$ cat src/rtl/u8d_pkg.sv
// ----------------------------------------------------------------------------
// u8d_pkg
// Widths, masks and byte patterns shared by the UTF-8 stream decoder files.
// ----------------------------------------------------------------------------
package u8d_pkg;

    localparam int unsigned BYTE_W  = 8;
    localparam int unsigned CP_W    = 21;
    localparam int unsigned COUNT_W = 32;
    localparam int unsigned REM_W   = 2;

    localparam logic [BYTE_W-1:0] ASCII_MAX = 8'h7F;
    localparam logic [BYTE_W-1:0] CONT_MASK = 8'hC0;
    localparam logic [BYTE_W-1:0] CONT_TAG  = 8'h80;
    localparam logic [BYTE_W-1:0] LEAD2_MASK = 8'hE0;
    localparam logic [BYTE_W-1:0] LEAD2_TAG  = 8'hC0;
    localparam logic [BYTE_W-1:0] LEAD3_MASK = 8'hF0;
    localparam logic [BYTE_W-1:0] LEAD3_TAG  = 8'hE0;
    localparam logic [BYTE_W-1:0] LEAD4_MASK = 8'hF8;
    localparam logic [BYTE_W-1:0] LEAD4_TAG  = 8'hF0;

    localparam logic [REM_W-1:0] REM_NONE = 2'd0;
    localparam logic [REM_W-1:0] REM_ONE  = 2'd1;
    localparam logic [REM_W-1:0] REM_TWO  = 2'd2;
    localparam logic [REM_W-1:0] REM_THREE = 2'd3;

    typedef struct packed {
        logic [CP_W-1:0]    code_point;
        logic               char_valid;
        logic               raw_pass;
        logic [COUNT_W-1:0] char_count;
        logic               text_end;
    } t_char;

endpackage

$ cat src/rtl/u8d_if.sv
// ----------------------------------------------------------------------------
// UTF-8 decoder channel interfaces
// Valid/ready channels for incoming text bytes and for decoded characters.
// ----------------------------------------------------------------------------
interface u8d_byte_if;
    logic                         valid;
    logic                         ready;
    logic [u8d_pkg::BYTE_W-1:0]   text_byte;
    logic                         end_of_text;

    modport source (output valid, output text_byte, output end_of_text, input ready);
    modport sink   (input valid, input text_byte, input end_of_text, output ready);
endinterface

interface u8d_char_if;
    logic                         valid;
    logic                         ready;
    logic [u8d_pkg::CP_W-1:0]     code_point;
    logic                         char_valid;
    logic                         raw_pass;
    logic [u8d_pkg::COUNT_W-1:0]  char_count;
    logic                         text_end;

    modport source (output valid, output code_point, output char_valid, output raw_pass,
                    output char_count, output text_end, input ready);
    modport sink   (input valid, input code_point, input char_valid, input raw_pass,
                    input char_count, input text_end, output ready);
endinterface

$ cat src/rtl/utf8_stream_decoder_core.sv
// ----------------------------------------------------------------------------
// utf8_stream_decoder_core
// Byte-serial UTF-8 decoder that emits code points with a running count.
//
//   Channel   Direction  Payload
//   i_byte    in         text_byte[7:0], end_of_text
//   o_char    out        code_point[20:0], char_valid, raw_pass,
//                        char_count[31:0], text_end
//
// One byte is accepted per cycle while the output is not stalled; its result
// passes through an input register and then an output register.
// Bytes that complete no character move no transaction on the output side,
// unless they end the text.
// Reset is synchronous and clears the pipeline valids and the decoder state.
// A stalled output holds its result while one more byte waits in the input
// register; input ready drops only when both registers are full.
// ----------------------------------------------------------------------------
module utf8_stream_decoder_core (
    input  logic         i_clk,
    input  logic         i_rst_n,
    u8d_byte_if.sink     i_byte,
    u8d_char_if.source   o_char
);

    logic                           r_in_valid;
    logic [u8d_pkg::BYTE_W-1:0]     r_in_byte;
    logic                           r_in_last;

    logic [u8d_pkg::REM_W-1:0]      r_remaining, n_remaining;
    logic [u8d_pkg::CP_W-1:0]       r_gathered, n_gathered;
    logic                           r_good, n_good;
    logic [u8d_pkg::COUNT_W-1:0]    r_count, n_count;

    logic                           r_out_valid;
    u8d_pkg::t_char                 r_out, n_out;

    logic                           w_advance;
    logic                           w_have_char;
    logic                           w_raw;
    logic [u8d_pkg::CP_W-1:0]       w_cp;
    logic [u8d_pkg::CP_W-1:0]       w_shifted;
    logic                           w_cont_ok;
    logic                           w_emit;

    assign w_advance    = r_in_valid && (!r_out_valid || o_char.ready);
    assign i_byte.ready = !r_in_valid || w_advance;

    assign w_shifted = {r_gathered[u8d_pkg::CP_W-7:0], r_in_byte[5:0]};
    assign w_cont_ok = (r_in_byte & u8d_pkg::CONT_MASK) == u8d_pkg::CONT_TAG;

    always_comb begin
        n_remaining = r_remaining;
        n_gathered  = r_gathered;
        n_good      = r_good;
        w_have_char = 1'b0;
        w_raw       = 1'b0;
        w_cp        = '0;
        if (r_remaining != u8d_pkg::REM_NONE) begin
            n_good      = r_good && w_cont_ok;
            n_gathered  = w_shifted;
            n_remaining = r_remaining - u8d_pkg::REM_ONE;
            if (r_remaining == u8d_pkg::REM_ONE && n_good) begin
                w_have_char = 1'b1;
                w_cp        = w_shifted;
            end
        end else if (r_in_byte <= u8d_pkg::ASCII_MAX) begin
            w_have_char = 1'b1;
            w_cp        = u8d_pkg::CP_W'(r_in_byte);
        end else if ((r_in_byte & u8d_pkg::LEAD2_MASK) == u8d_pkg::LEAD2_TAG) begin
            n_remaining = u8d_pkg::REM_ONE;
            n_gathered  = u8d_pkg::CP_W'(r_in_byte[4:0]);
            n_good      = 1'b1;
        end else if ((r_in_byte & u8d_pkg::LEAD3_MASK) == u8d_pkg::LEAD3_TAG) begin
            n_remaining = u8d_pkg::REM_TWO;
            n_gathered  = u8d_pkg::CP_W'(r_in_byte[3:0]);
            n_good      = 1'b1;
        end else if ((r_in_byte & u8d_pkg::LEAD4_MASK) == u8d_pkg::LEAD4_TAG) begin
            n_remaining = u8d_pkg::REM_THREE;
            n_gathered  = u8d_pkg::CP_W'(r_in_byte[2:0]);
            n_good      = 1'b1;
        end else begin
            w_have_char = 1'b1;
            w_raw       = 1'b1;
            w_cp        = u8d_pkg::CP_W'(r_in_byte);
        end

        n_count = w_have_char ? r_count + u8d_pkg::COUNT_W'(1) : r_count;

        n_out.code_point = w_cp;
        n_out.char_valid = w_have_char;
        n_out.raw_pass   = w_raw;
        n_out.char_count = n_count;
        n_out.text_end   = r_in_last;

        if (r_in_last) begin
            n_remaining = u8d_pkg::REM_NONE;
            n_gathered  = '0;
            n_good      = 1'b1;
            n_count     = '0;
        end
    end

    assign w_emit = w_advance && (w_have_char || r_in_last);

    always_ff @(posedge i_clk) begin
        if (!i_rst_n) begin
            r_in_valid  <= 1'b0;
            r_out_valid <= 1'b0;
            r_remaining <= u8d_pkg::REM_NONE;
            r_gathered  <= '0;
            r_good      <= 1'b1;
            r_count     <= '0;
        end else begin
            if (i_byte.ready) begin
                r_in_valid <= i_byte.valid;
            end
            if (w_advance) begin
                r_remaining <= n_remaining;
                r_gathered  <= n_gathered;
                r_good      <= n_good;
                r_count     <= n_count;
            end
            if (w_emit) begin
                r_out_valid <= 1'b1;
            end else if (o_char.ready) begin
                r_out_valid <= 1'b0;
            end
        end
    end

    always_ff @(posedge i_clk) begin
        if (i_byte.valid && i_byte.ready) begin
            r_in_byte <= i_byte.text_byte;
            r_in_last <= i_byte.end_of_text;
        end
        if (w_emit) begin
            r_out <= n_out;
        end
    end

    assign o_char.valid      = r_out_valid;
    assign o_char.code_point = r_out.code_point;
    assign o_char.char_valid = r_out.char_valid;
    assign o_char.raw_pass   = r_out.raw_pass;
    assign o_char.char_count = r_out.char_count;
    assign o_char.text_end   = r_out.text_end;

endmodule

$ cat src/flat_wrapper.sv
// flat-port wrapper written by rule: the top's interface ports become plain ports
module utf8_stream_decoder_core_flat 
  (i_clk, i_rst_n, i_byte_valid, i_byte_text_byte, i_byte_end_of_text, i_byte_ready, o_char_valid, o_char_code_point, o_char_char_valid, o_char_raw_pass, o_char_char_count, o_char_text_end, o_char_ready);
  u8d_byte_if i_byte_i ();
  u8d_char_if o_char_i ();
  input  logic i_clk;
  input  logic i_rst_n;
  input wire logic [$bits(i_byte_i.valid)-1:0] i_byte_valid;
  input wire logic [$bits(i_byte_i.text_byte)-1:0] i_byte_text_byte;
  input wire logic [$bits(i_byte_i.end_of_text)-1:0] i_byte_end_of_text;
  output wire logic [$bits(i_byte_i.ready)-1:0] i_byte_ready;
  output wire logic [$bits(o_char_i.valid)-1:0] o_char_valid;
  output wire logic [$bits(o_char_i.code_point)-1:0] o_char_code_point;
  output wire logic [$bits(o_char_i.char_valid)-1:0] o_char_char_valid;
  output wire logic [$bits(o_char_i.raw_pass)-1:0] o_char_raw_pass;
  output wire logic [$bits(o_char_i.char_count)-1:0] o_char_char_count;
  output wire logic [$bits(o_char_i.text_end)-1:0] o_char_text_end;
  input wire logic [$bits(o_char_i.ready)-1:0] o_char_ready;
  assign i_byte_i.valid = i_byte_valid;
  assign i_byte_i.text_byte = i_byte_text_byte;
  assign i_byte_i.end_of_text = i_byte_end_of_text;
  assign i_byte_ready = i_byte_i.ready;
  assign o_char_valid = o_char_i.valid;
  assign o_char_code_point = o_char_i.code_point;
  assign o_char_char_valid = o_char_i.char_valid;
  assign o_char_raw_pass = o_char_i.raw_pass;
  assign o_char_char_count = o_char_i.char_count;
  assign o_char_text_end = o_char_i.text_end;
  assign o_char_i.ready = o_char_ready;
  utf8_stream_decoder_core u_core (.i_clk(i_clk), .i_rst_n(i_rst_n), .i_byte(i_byte_i), .o_char(o_char_i));
endmodule
$ cat config.mk
export PLATFORM = sky130hd
export DESIGN_NAME = utf8_stream_decoder_core_flat
export DESIGN_NICKNAME = d
export VERILOG_FILES = /design/src/rtl/u8d_pkg.sv /design/src/rtl/u8d_if.sv /design/src/rtl/utf8_stream_decoder_core.sv /design/src/flat_wrapper.sv
export SDC_FILE = /design/constraint.sdc
export NUM_CORES = 1
export LEC_CHECK = 0
export ABC_AREA = 1
export BUFFER_PORTS_ARGS = -buffer_cell sky130_fd_sc_hd__buf_2
export CORE_ASPECT_RATIO = 0.75
export CORE_UTILIZATION = 37
export DETAILED_ROUTE_END_ITERATION = 10
export GPL_TIMING_DRIVEN = 0
export PLACE_DENSITY_LB_ADDON = 0.1
export SYNTH_ARGS = -nofsm -noshare
export SYNTH_HDL_FRONTEND = slang
export SYNTH_SLANG_ARGS = --single-unit
$ cat constraint.sdc
create_clock -name i_clk -period 3.6 [get_ports i_clk]
set_clock_uncertainty 0.05 [all_clocks]
set_input_delay 0 -clock i_clk [delete_from_list [all_inputs] [get_ports i_clk]]
set_output_delay 0 -clock i_clk [all_outputs]
set_load 0.01 [all_outputs]
## After elaboration in Yosys (flattened, before gate mapping)

Index checks and enable logic that the tools add are counted.

| word-level totals | value |
|---|---|
| output and inout port bits | 58 |
| bits of input ports | 13 |
| logic and storage cells | 71 |
| flip-flop bits (word level) | 117 |

| cells by class | value |
|---|---|
| reduce and logical (&&, ||, !) cells | 15 |
| muxes and demuxes | 34 |
| order comparisons | 1 |
| $add $sub $neg | 2 |
| equal/unequal tests | 6 |

Operator list:

| kind | count |
|---|---|
| $mux W21 | 5 |
| $mux W15 | 6 |
| $mux W32 | 2 |
| $add A32 B1 Y32 const B | 1 |
| $mux W1 | 14 |
| $mux W2 | 6 |
| $le A8 B7 Y1 const B | 1 |
| $mux W8 | 1 |
| $eq A5 B5 Y1 const B | 1 |
| $logic_and A1 B1 Y1 | 5 |
| $reduce_bool A5 Y1 | 1 |
| $eq A4 B4 Y1 const B | 1 |
| $reduce_bool A2 Y1 | 2 |
| $eq A3 B3 Y1 const B | 1 |
| $logic_or A1 B1 Y1 | 3 |
| $ne A3 B1 Y1 const B | 1 |
| $reduce_and A3 Y1 | 1 |
| $eq A2 B1 Y1 const B | 1 |
| $eq A2 B2 Y1 const B | 1 |
| $logic_not A1 Y1 | 2 |
| $reduce_or A2 Y1 | 1 |
| $sub A2 B1 Y2 const B | 1 |

## Depth between registers and ports, before layout

Gate-level depths: netlist of the first run.

| logic depth | value |
|---|---|
| depth after elaboration | 9 |
| depth in mapped cells | 12 |
| depth with buffers taken out | 11 |

## Worst setup path before layout of the first run

Ideal clock, no wire load.

| path | value |
|---|---|
| kind | register to register |
| from | reg u_core.r_in_byte[7] (netlist name) |
| to | reg u_core.r_out, in the netlist u_core.o_char.char_count[0], enable pin |
| clock period less this slack | 2.743 ns |
| data arrival time | 2.283 ns |
| required time | 3.140 ns |
| buffers on the path | 1 |
| cell stages (with the launch flop) | 9 |
| setup time | 0.410 ns |
| path slack | 0.857 ns |
| path through | edfxtp_1 -> nand3_1 -> nand2_2 -> nor2_2 -> nand2_2 -> nand2_4 -> buf_6 -> o21ai_0 -> inv_1 |

RTL lines:

| item | line | text |
|---|---|---|
| from (decl) | utf8_stream_decoder_core.sv:26 | `logic [u8d_pkg::BYTE_W-1:0] r_in_byte;` |
| from (signal assigned) | utf8_stream_decoder_core.sv:133 | `r_in_byte <= i_byte.text_byte;` |
| to (signal assigned) | utf8_stream_decoder_core.sv:137 | `r_out <= n_out;` |
| to (decl) | utf8_stream_decoder_core.sv:35 | `u8d_pkg::t_char r_out, n_out;` |

==> out/summary.txt, run 1 <==
RSZ-0062 raised after global routing - false
Syn Area/Cell - 8.278 sq um
Fmax - 376.7 MHz
Total CTS buffers - 17
WP data arrival - 2.71 ns
Vias in the first global route - 4,242
Syn Inst Count - 651
Total Die Area - 15,060 sq um
Critical Path RT - 3.65 ns
Worst Hold Class - in -> reg
Initial Utilization - 38.54%
Post-detail-place hpwl - 9481 um
Ys flop type - edfxtp_1
Die Y - 106.5 um
Max VDD drop - 0.3262 mV
Level count of the clock H-tree - 4
Register area share after synthesis - 55.54%
Reg clk slew, reported paths - 0.06 ns
Setup TNS - 0 ns
# Post-CTS Setup Buffers - 0
Drt first pass iters - 5
Slew Limit Headroom - 60.07%
Count of cell types in the netlist - 32
CP max stage delay - 0.48 ns
Syn Nets - 665
Diodes inserted - 0
Final Cycle Share - 73.74%
Worst-path maximum fanout - 33
Bufs on Longest Clock Path - 2
Largest net degree at the start of global routing - 34
Leak - 2.501 nW
Crit path launch type - flip-flop
WL final - 13,380 um
Initial antenna violation count - 0
Max-slew violations - 0
Most frequent cells in the layout - nand2_1 (246), nor2_1 (73), buf_2 (70), edfxtp_1 (65), dfxtp_1 (52)
# resized after CTS - 0
Initial drt markers - 333
Warnings from Yosys - 0
Slew @ Worst Pin - 0.5981 ns
Total Routing Usage GR - 18.99%
Gpl congestion - 0.8836
Top-level port count - 71
Chip width - 141.4 um
Yosys reg bits - 117
Core ar. - 13,980 sq um
Routed WL per cell - 13.91 um
Post-DP Area - 6003 sq um
Remaining Overflow, GRT - 0
Vias - 4,565
CP cell instances - nor2_1 > nand3_2 > nand2_4 > buf_6 > o21ai_0 > inv_2 > buf_12
Final setup fails - 0
Maxcap violations - 0
Area delta synth->final - 24.98%
Final Cell Area - 6735 sq um
Port Buffers - 70
Routed Antenna Nets - 0
Rows - 37
Final hold viol count - 0
Min Clock Period, post-route - 2.655 ns
Share of cells above drive strength 1 - 17.47%
Gate family responsible for the most delay along the worst path - buffers and inverters
Critical Path Sink Type - flip-flop
CTS tree - yes
Bufs and invs on worst path - 3
EDFF count, synth - 65
Mapped cell area - 5389 sq um
Status - complete, no violations
Clock latency on the worst-skew pair - 0.42 ns
Most common cell after layout, fill and taps aside - nand2_1
CP Class - reg -> reg
NumNets Final - 768
Slowest CP cell - inv_2
Via/cell ratio - 4.745
Fraction of registers with async set/reset - 0%
DRC errors left - 0
First-pass GRT wire length - 21,780 um
Cell Pwr Density - 515.3 nW/um^2
Clk sinks - 117
CTS Root Cell - clkbuf_16
==> Yosys cell counts, drive strengths merged (2+ instances only) <==
master / count / area [sq um]
buf: 8 / 90.08
a21oi: 49 / 252.8
nand2: 250 / 958.4
edfxtp: 65 / 1952
o21ai: 17 / 100.1
and2: 2 / 12.51
xor2: 12 / 112.6
nand3: 29 / 150.1
nand4: 5 / 31.28
nor2: 78 / 305.3
clkbuf: 12 / 45.04
dfxtp: 52 / 1041
inv: 54 / 205.2
nor3: 6 / 35.03
nand3b: 8 / 60.06
==> registers in the layout, indices dropped and copies added (netlist names) <==
name and cells:
u_core.o_char.char_valid 1, u_core.r_remaining 2, u_core.r_count 32, u_core.o_char.valid 1
u_core.r_good 1, u_core.r_gathered 15, u_core.o_char.raw_pass 1, u_core.r_in_valid 1
u_core.r_in_last 1, u_core.o_char.text_end 1, u_core.r_in_byte 8, u_core.o_char.code_point 21
u_core.o_char.char_count 32
==> per-stage QoR <==
stage	hold slack, ns	instances	total power [mW]	util [%]	setup WS [ns]
2_1_floorplan	0.04887	651	1.650	-	0.8566
3_3_place_gp	0.1271	916	1.737	42.80	0.06004
3_5_place_dp	0.1281	917	1.741	42.94	0.9692
4_1_cts	0.2267	962	3.499	48.17	0.9464
5_1_grt	0.2266	962	3.584	48.17	0.7444
6_report	0.2423	962	3.471	48.17	0.9454
==> report_power, final <==
group          internal (mW)  switching [mW]
clock network           1.09           0.656
logic                 0.0821           0.154
registers               1.46          0.0214
==> routing by layer <==
| layer | vias to the layer above | GRT usage [%] | routed length (um) |
|---|---|---|---|
| li1 | 2308 | - | - |
| met1 | 2117 | 28.44 | 7086 |
| met2 | 131 | 26.24 | 5400 |
| met3 | 9 | 4.730 | 772 |
| met4 | 0 | 6.289 | 121 |
| met5 | - | 0 | 0 |
==> final cells by class <==
class,instances,area (sq um)
Fill cell,1422,7246
Buffer,20,135.1
Inverter,54,205.2
Timing Repair Buffer,84,500.5
Clock inverter,15,176.4
Clock buffer,17,425.4
Tap cell,195,244.0
Multi-Input combinational cell,460,2056
Sequential cell,117,2993
==> logic make-up (layout without fill, tap and decap cells) <==
group	after synthesis	count (layout)	synth area share, %
DFF	117	117	55.54
AOI/OAI and AO/OA	68	68	6.849
adders and majority gates	1	1	0.2321
xor gates and xnor gates	12	12	2.090
and+or+nand+nor	379	379	28.98
buffers and inverters	74	190	6.315
==> timing repair <==
item                       4_1_cts  5_1_grt
setup endpoints to repair        0        0
hold endpoints to repair        13        0
hold buffers                    13        0
==> worst paths after layout <==
| kind | from | end | slack [ns] | cells after the start |
|---|---|---|---|---|
| worst max register to register | u_core.r_in_byte[6] | u_core.o_char.char_count[3] | 0.95 | 7 |
| worst min-delay path | i_byte_end_of_text | u_core.r_in_last | 0.24 | 2 |
| worst min register to register | u_core.r_gathered[9] | u_core.r_gathered[9] | 0.41 | 2 |
| worst max-delay path | u_core.r_in_byte[6] | u_core.o_char.char_count[3] | 0.95 | 7 |
(Power assumes the default switching activity.)
==> run 2: changes to the inputs <==
==> constraint.sdc (replaced) <==
create_clock -name i_clk -period 2.54 [get_ports i_clk]
set_clock_uncertainty 0.05 [all_clocks]
set_input_delay 0 -clock i_clk [delete_from_list [all_inputs] [get_ports i_clk]]
set_output_delay 0 -clock i_clk [all_outputs]
set_load 0.01 [all_outputs]
==> run 2 against run 1 <==
Effect of this change:
- the run now ends with setup timing left
- sequential share of layout area down 0.12 points
- via count down 0.96%
- utilization up 0.13 points
- setup slack worse by 0.99 ns
- first-iteration DRC count down 24%
- non-clock buffer count down 1
- largest cell class unchanged
- largest power group unchanged
==> out/summary.txt, run 2 (synthesis results as in run 1) <==
Post-layout util - 48.30% (+0.13 points)
Bufs on Longest Clock Path - 2 (unchanged)
Critical Path RT - 2.43 ns (-1.22 ns)
Level count of the clock H-tree - 4 (unchanged)
Maxcap violations - 0 (unchanged)
RR Startpoint - u_core.r_in_byte[5]
Fin Hold WS - 0.2414 ns (-0.0008620 ns)
Gate family responsible for the most delay along the worst path - buffers and inverters
Gpl congestion - 0.9040 (+2.3%)
Port Buffers - 70 (unchanged)
CTS tree - yes
Layout Cells excl Fill - 962 (unchanged)
Levels on crit path - 9 (+2)
Top-level port count - 71 (unchanged)
CP Class - reg -> reg
Slew @ Worst Pin - 0.7175 ns (+0.1195 ns)
First-pass GRT wire length - 21,640 um (-0.67%)
Diodes inserted - 0 (unchanged)
Bufs and invs on worst path - 3 (unchanged)
Failing checks - setup timing
Area delta synth->final - 25.31%
Share of cells above drive strength 1 - 18.12% (+0.65 points)
Initial drt markers - 254 (-24%)
Hold_sp - i_byte_text_byte[1]
Slowest CP cell - clkinvlp_4
WP data arrival - 2.48 ns (-0.23 ns)
Chip width - 141.4 um (unchanged)
Clk sinks - 117 (unchanged)
Final hold viol count - 0 (unchanged)
Crit. Startpoint - u_core.r_in_byte[5]
Fmax - 386.3 MHz (+2.6%)
RSZ-0062 raised after global routing - true
DRC errors left - 0 (unchanged)
CP max stage delay - 0.64 ns (+0.16 ns)
Final setup fails - 28 (+28)
Most frequent cells in the layout - nand2_1 (246), nor2_1 (72), buf_2 (70), edfxtp_1 (65), dfxtp_1 (52)
Max-slew violations - 0 (unchanged)
Total CTS buffers - 17 (unchanged)
CP cell instances - inv_2 > nand3_2 > nand2_2 > nor2_2 > nand2_2 > nand2_4 > buf_8 > o21ai_4 > clkinvlp_4
Reg2reg end - u_core.o_char.char_count[28]
Routed WL per cell - 13.82 um (-0.63%)
Core ar. - 13,980 sq um (unchanged)
CP dominant cell by count - nand2_2
Final worst slack - -0.04859 ns (-0.9939 ns)
Initial Utilization - 38.54% (unchanged)
Rows - 37 (unchanged)
Die Y - 106.5 um (unchanged)
Reg clk slew, reported paths - 0.06 ns (about the same)
Initial antenna violation count - 0 (unchanged)
Critical Path Sink Type - flip-flop
Vias in the first global route - 4,286 (+1.0%)
Slew Limit Headroom - 52.06% (-8.0 points)
Worst Hold Class - in -> reg
Cell Pwr Density - 724.2 nW/um^2 (+41%)
CP endpoint - u_core.o_char.char_count[28]
Total power draw - 4.890 mW (+41%)
Post-detail-place hpwl - 9206 um (-2.9%)
Drt first pass iters - 5 (unchanged)
Largest net degree at the start of global routing - 29 (-15%)
CTS Root Cell - clkbuf_16
Leak - 2.475 nW (-1.0%)
Vias - 4,521 (-0.96%)
Routed Antenna Nets - 0 (unchanged)
Dpl cells - 916 (-0.11%)
Reg2reg setup slack - -0.05 ns (-0.99 ns)
Total Die Area - 15,060 sq um (unchanged)
Worst-path maximum fanout - 28 (-15%)
Crit path launch type - flip-flop
Remaining Overflow, GRT - 0 (unchanged)
Status - finished with violations
Max VDD drop - 0.4333 mV (+33%)
Total Routing Usage GR - 19.00% (about the same)
Final Cycle Share - 101.9% (+28 points)
WL final - 13,300 um (-0.63%)
Clock latency on the worst-skew pair - 0.42 ns (about the same)
NumNets Final - 768 (unchanged)
Most common cell after layout, fill and taps aside - nand2_1
Via/cell ratio - 4.700 (-0.96%)
Worst Reg-to-Reg Cells - 9 (+2)
Min Clock Period, post-route - 2.589 ns (-0.06605 ns)
[run 2: repair_timing]
action | in CTS | in global routing
endpoints found under the setup margin | 56 | 56
gates resized for setup | 4 | 2
hold buffers | 13 | 0
buffers inserted | 0 | 0
gates cloned | 1 | 0
hold endpoints to repair | 13 | 0
[run 2: how the worst min path moves through the flow]
stage                           to  slack (ns)  cells past startpoint
2_1_floorplan  u_core.r_in_byte[0]        0.05                      0
3_3_place_gp   u_core.r_in_byte[2]        0.13                      1
3_5_place_dp   u_core.r_in_byte[2]        0.13                      1
4_1_cts        u_core.r_in_byte[2]        0.22                      2
5_1_grt        u_core.r_in_byte[3]        0.23                      2
6_report       u_core.r_in_byte[1]        0.24                      2
[run 2: cell type report]
type / instances / area (sq um)
Timing Repair inverter: 1 / 7.507
Sequential cell: 117 / 2993
Clock inverter: 15 / 180.2
Clock buffer: 17 / 425.4
Multi-Input combinational cell: 460 / 2074
Inverter: 54 / 209.0
Fill cell: 1392 / 7228
Timing Repair Buffer: 83 / 480.5
Tap cell: 195 / 244.0
Buffer: 20 / 138.9
[run 2: stage by stage]
step / setup slack [ns] / cell area (sq um) / TNS, ns
detailed placement: -0.6618 / 5991 / -36.66
global route: -0.2438 / 6753 / -11.99
CTS: -0.07142 / 6744 / -2.512
finish: -0.04859 / 6753 / -1.244
global placement: -0.5872 / 5991 / -32.53
floorplan: 0.04099 / 5396 / 0
[run 2: power breakdown]
part / internal [mW] / switching, mW / leakage (nW)
registers: 2.08 / 0.0307 / 1.01
clock network: 1.54 / 0.900 / 0.278
logic: 0.115 / 0.224 / 1.19
total: 3.74 / 1.15 / 2.48
[run 2: layer usage]
metal	share of wire (%)	wire, um	vias up	global-route usage, %
li1	-	-	2309	-
met1	53	7022	2060	27.44
met2	40	5318	139	27.16
met3	5.9	785	13	5.225
met4	1.3	170	0	6.211
met5	0	0	-	0
==> run 3: changes to the inputs <==
--- a/config.mk
+++ b/config.mk
@@ -8,7 +8,7 @@
 export ABC_AREA = 1
 export BUFFER_PORTS_ARGS = -buffer_cell sky130_fd_sc_hd__buf_2
 export CORE_ASPECT_RATIO = 0.75
-export CORE_UTILIZATION = 37
+export CORE_UTILIZATION = 35
 export DETAILED_ROUTE_END_ITERATION = 10
 export GPL_TIMING_DRIVEN = 0
 export PLACE_DENSITY_LB_ADDON = 0.1
==> run 3 against run 2 <==
Effect of this change:
- the flow now finishes without violations
- sequential cell count did not move
- combinational power is essentially flat
- clock-buffer cell count grew 5
- first-iteration DRC count up 17%
- highest routed layer unchanged
==> out/summary.txt, run 3 (synthesis results as in run 1) <==
Status - complete, no violations
Hold Crit Depth - 2 (unchanged)
Bufs on Longest Clock Path - 2 (unchanged)
Total CTS buffers - 17 (unchanged)
Critical Path RT - 2.45 ns (+0.02 ns)
Initial drt markers - 298 (+17%)
Total power draw - 4.970 mW (+1.6%)
CP dominant cell by count - nand2_2
Die Y - 109.5 um (+2.8%)
Core ar. - 14,740 sq um (+5.4%)
Fin Hold WS - 0.2383 ns (-0.003103 ns)
Drt first pass iters - 5 (unchanged)
Final hold viol count - 0 (unchanged)
First-pass GRT wire length - 21,470 um (-0.80%)
Min Clock Period, post-route - 2.504 ns (-0.08471 ns)
Maxcap violations - 0 (unchanged)
RSZ-0062 raised after global routing - true
CP cell instances - inv_2 > nand3_2 > nand2_2 > nor2_2 > nand2_2 > nand2_4 > buf_8 > o21ai_4 > clkinvlp_4
Final Cycle Share - 98.58% (-3.3 points)
Vias - 4,511 (-0.22%)
CP Class - reg -> reg
Final setup fails - 0 (-100%)
Slew Limit Headroom - 56.77% (+4.7 points)
Crit path launch type - flip-flop
Level count of the clock H-tree - 4 (unchanged)
Worst Reg-to-Reg Cells - 9 (unchanged)
Routed Antenna Nets - 0 (unchanged)
Area delta synth->final - 26.00%
Slowest CP cell - clkinvlp_4
Post-layout util - 46.07% (-2.2 points)
Diodes inserted - 0 (unchanged)
Final Cell Area - 6790 sq um (+0.56%)
Max VDD drop - 0.4882 mV (+13%)
Chip width - 145.3 um (+2.8%)
RR Startpoint - u_core.r_in_byte[5]
WL final - 13,150 um (-1.1%)
WP data arrival - 2.41 ns (-0.07 ns)
Initial antenna violation count - 0 (unchanged)
Post-detail-place hpwl - 9249 um (+0.47%)
Worst-path maximum fanout - 28 (unchanged)
Reg2reg end - u_core.o_char.code_point[6]
Total Routing Usage GR - 17.87% (-1.1 points)
Gpl congestion - 0.8916 (-1.4%)
Initial Utilization - 36.56% (-2.0 points)
Top-level port count - 71 (unchanged)
Slew @ Worst Pin - 0.6471 ns (-0.07044 ns)
Post-DP Area - 5997 sq um (+0.10%)
Worst Hold Class - in -> reg
Fmax - 399.4 MHz (+3.4%)
Clk sinks - 117 (unchanged)
Max-slew violations - 0 (unchanged)
CTS Root Cell - clkbuf_16
Leak - 2.513 nW (+1.5%)
Port Buffers - 70 (unchanged)
CP max stage delay - 0.58 ns (-0.06 ns)
Most frequent cells in the layout - nand2_1 (246), nor2_1 (72), buf_2 (70), edfxtp_1 (65), dfxtp_1 (52)
Share of cells above drive strength 1 - 17.71% (-0.41 points)
Clock latency on the worst-skew pair - 0.42 ns (about the same)
CTS tree - yes
Total Die Area - 15,900 sq um (+5.6%)
Most common cell after layout, fill and taps aside - nand2_1
Via/cell ratio - 4.660 (-0.84%)
Crit. Startpoint - u_core.r_in_byte[5]
DRC errors left - 0 (unchanged)
WHS Endpoint - u_core.r_in_byte[2]
Cell Pwr Density - 732.0 nW/um^2 (+1.1%)
Largest net degree at the start of global routing - 29 (unchanged)
Vias in the first global route - 4,229 (-1.3%)
Reg2reg setup slack - 0.04 ns (+0.08 ns)
Dpl cells - 921 (+0.55%)
NumNets Final - 769 (+0.13%)
Routed WL per cell - 13.59 um (-1.7%)
Remaining Overflow, GRT - 0 (unchanged)
# Post-CTS Setup Buffers - 0 (unchanged)
Hold_sp - i_byte_text_byte[2]
Critical Path Sink Type - flip-flop
Reg clk slew, reported paths - 0.06 ns (about the same)
Rows - 38 (+2.7%)
Layout Cells excl Fill - 968 (+0.62%)
## run 3: metal layers
layer	global-route usage (%)	part of all wire (%)	up-vias
li1	-	-	2301
met5	0	0	-
met3	4.564	6.5	22
met2	25.10	39	126
met4	9.173	2.2	0
met1	25.28	52	2062
## run 3: through the flow
stage | setup WS, ns | setup TNS (ns)
floorplan | 0.04099 | 0
global placement | -0.5966 | -33.07
detailed placement | -0.6586 | -36.71
CTS | -0.06920 | -2.508
global route | -0.2062 | -10.75
finish | 0.03613 | 0
## run 3: worst max-delay path by stage
stage                                    to  slack (ns)  cells past startpoint
3_5_place_dp   u_core.o_char.char_count[13]       -0.66                      9
6_report        u_core.o_char.code_point[6]        0.04                      9
4_1_cts        u_core.o_char.char_count[12]       -0.07                      9
5_1_grt        u_core.o_char.code_point[14]       -0.21                      9
3_3_place_gp   u_core.o_char.char_count[13]       -0.60                      9
2_1_floorplan   u_core.o_char.char_count[0]        0.04                      9
## run 3: where the power goes
part / internal, mW / switching (mW)
logic: 0.117 / 0.222
clock network: 1.71 / 0.814
registers: 2.08 / 0.0305
## run 3: area by class of cell
class | count | area (sq um)
clock buffer | 22 | 474.2
inverter | 54 | 209.0
sequential | 117 | 2993
multi-input combinational | 460 | 2074
clock inverter | 10 | 152.6
timing repair buffer | 84 | 490.5
timing repair inverter | 1 | 7.507
buffer | 20 | 138.9
tap | 200 | 250.2
fill | 1464 | 7949
## run 3: critical path: cells and delay by family (launching register included)
family	cells	cell delay, ns
simple gates	5	0.45
compound gates	1	0.20
flops	1	0.45
buf+inv	3	0.89
## run 3: what timing repair did
item                                   4_1_cts  5_1_grt
hold buffers                                14        0
gates cloned                                 1        0
pin swaps                                    0        1
setup endpoints to repair                   56       56
resized for setup                            3        3
endpoints found under the hold margin       13        0
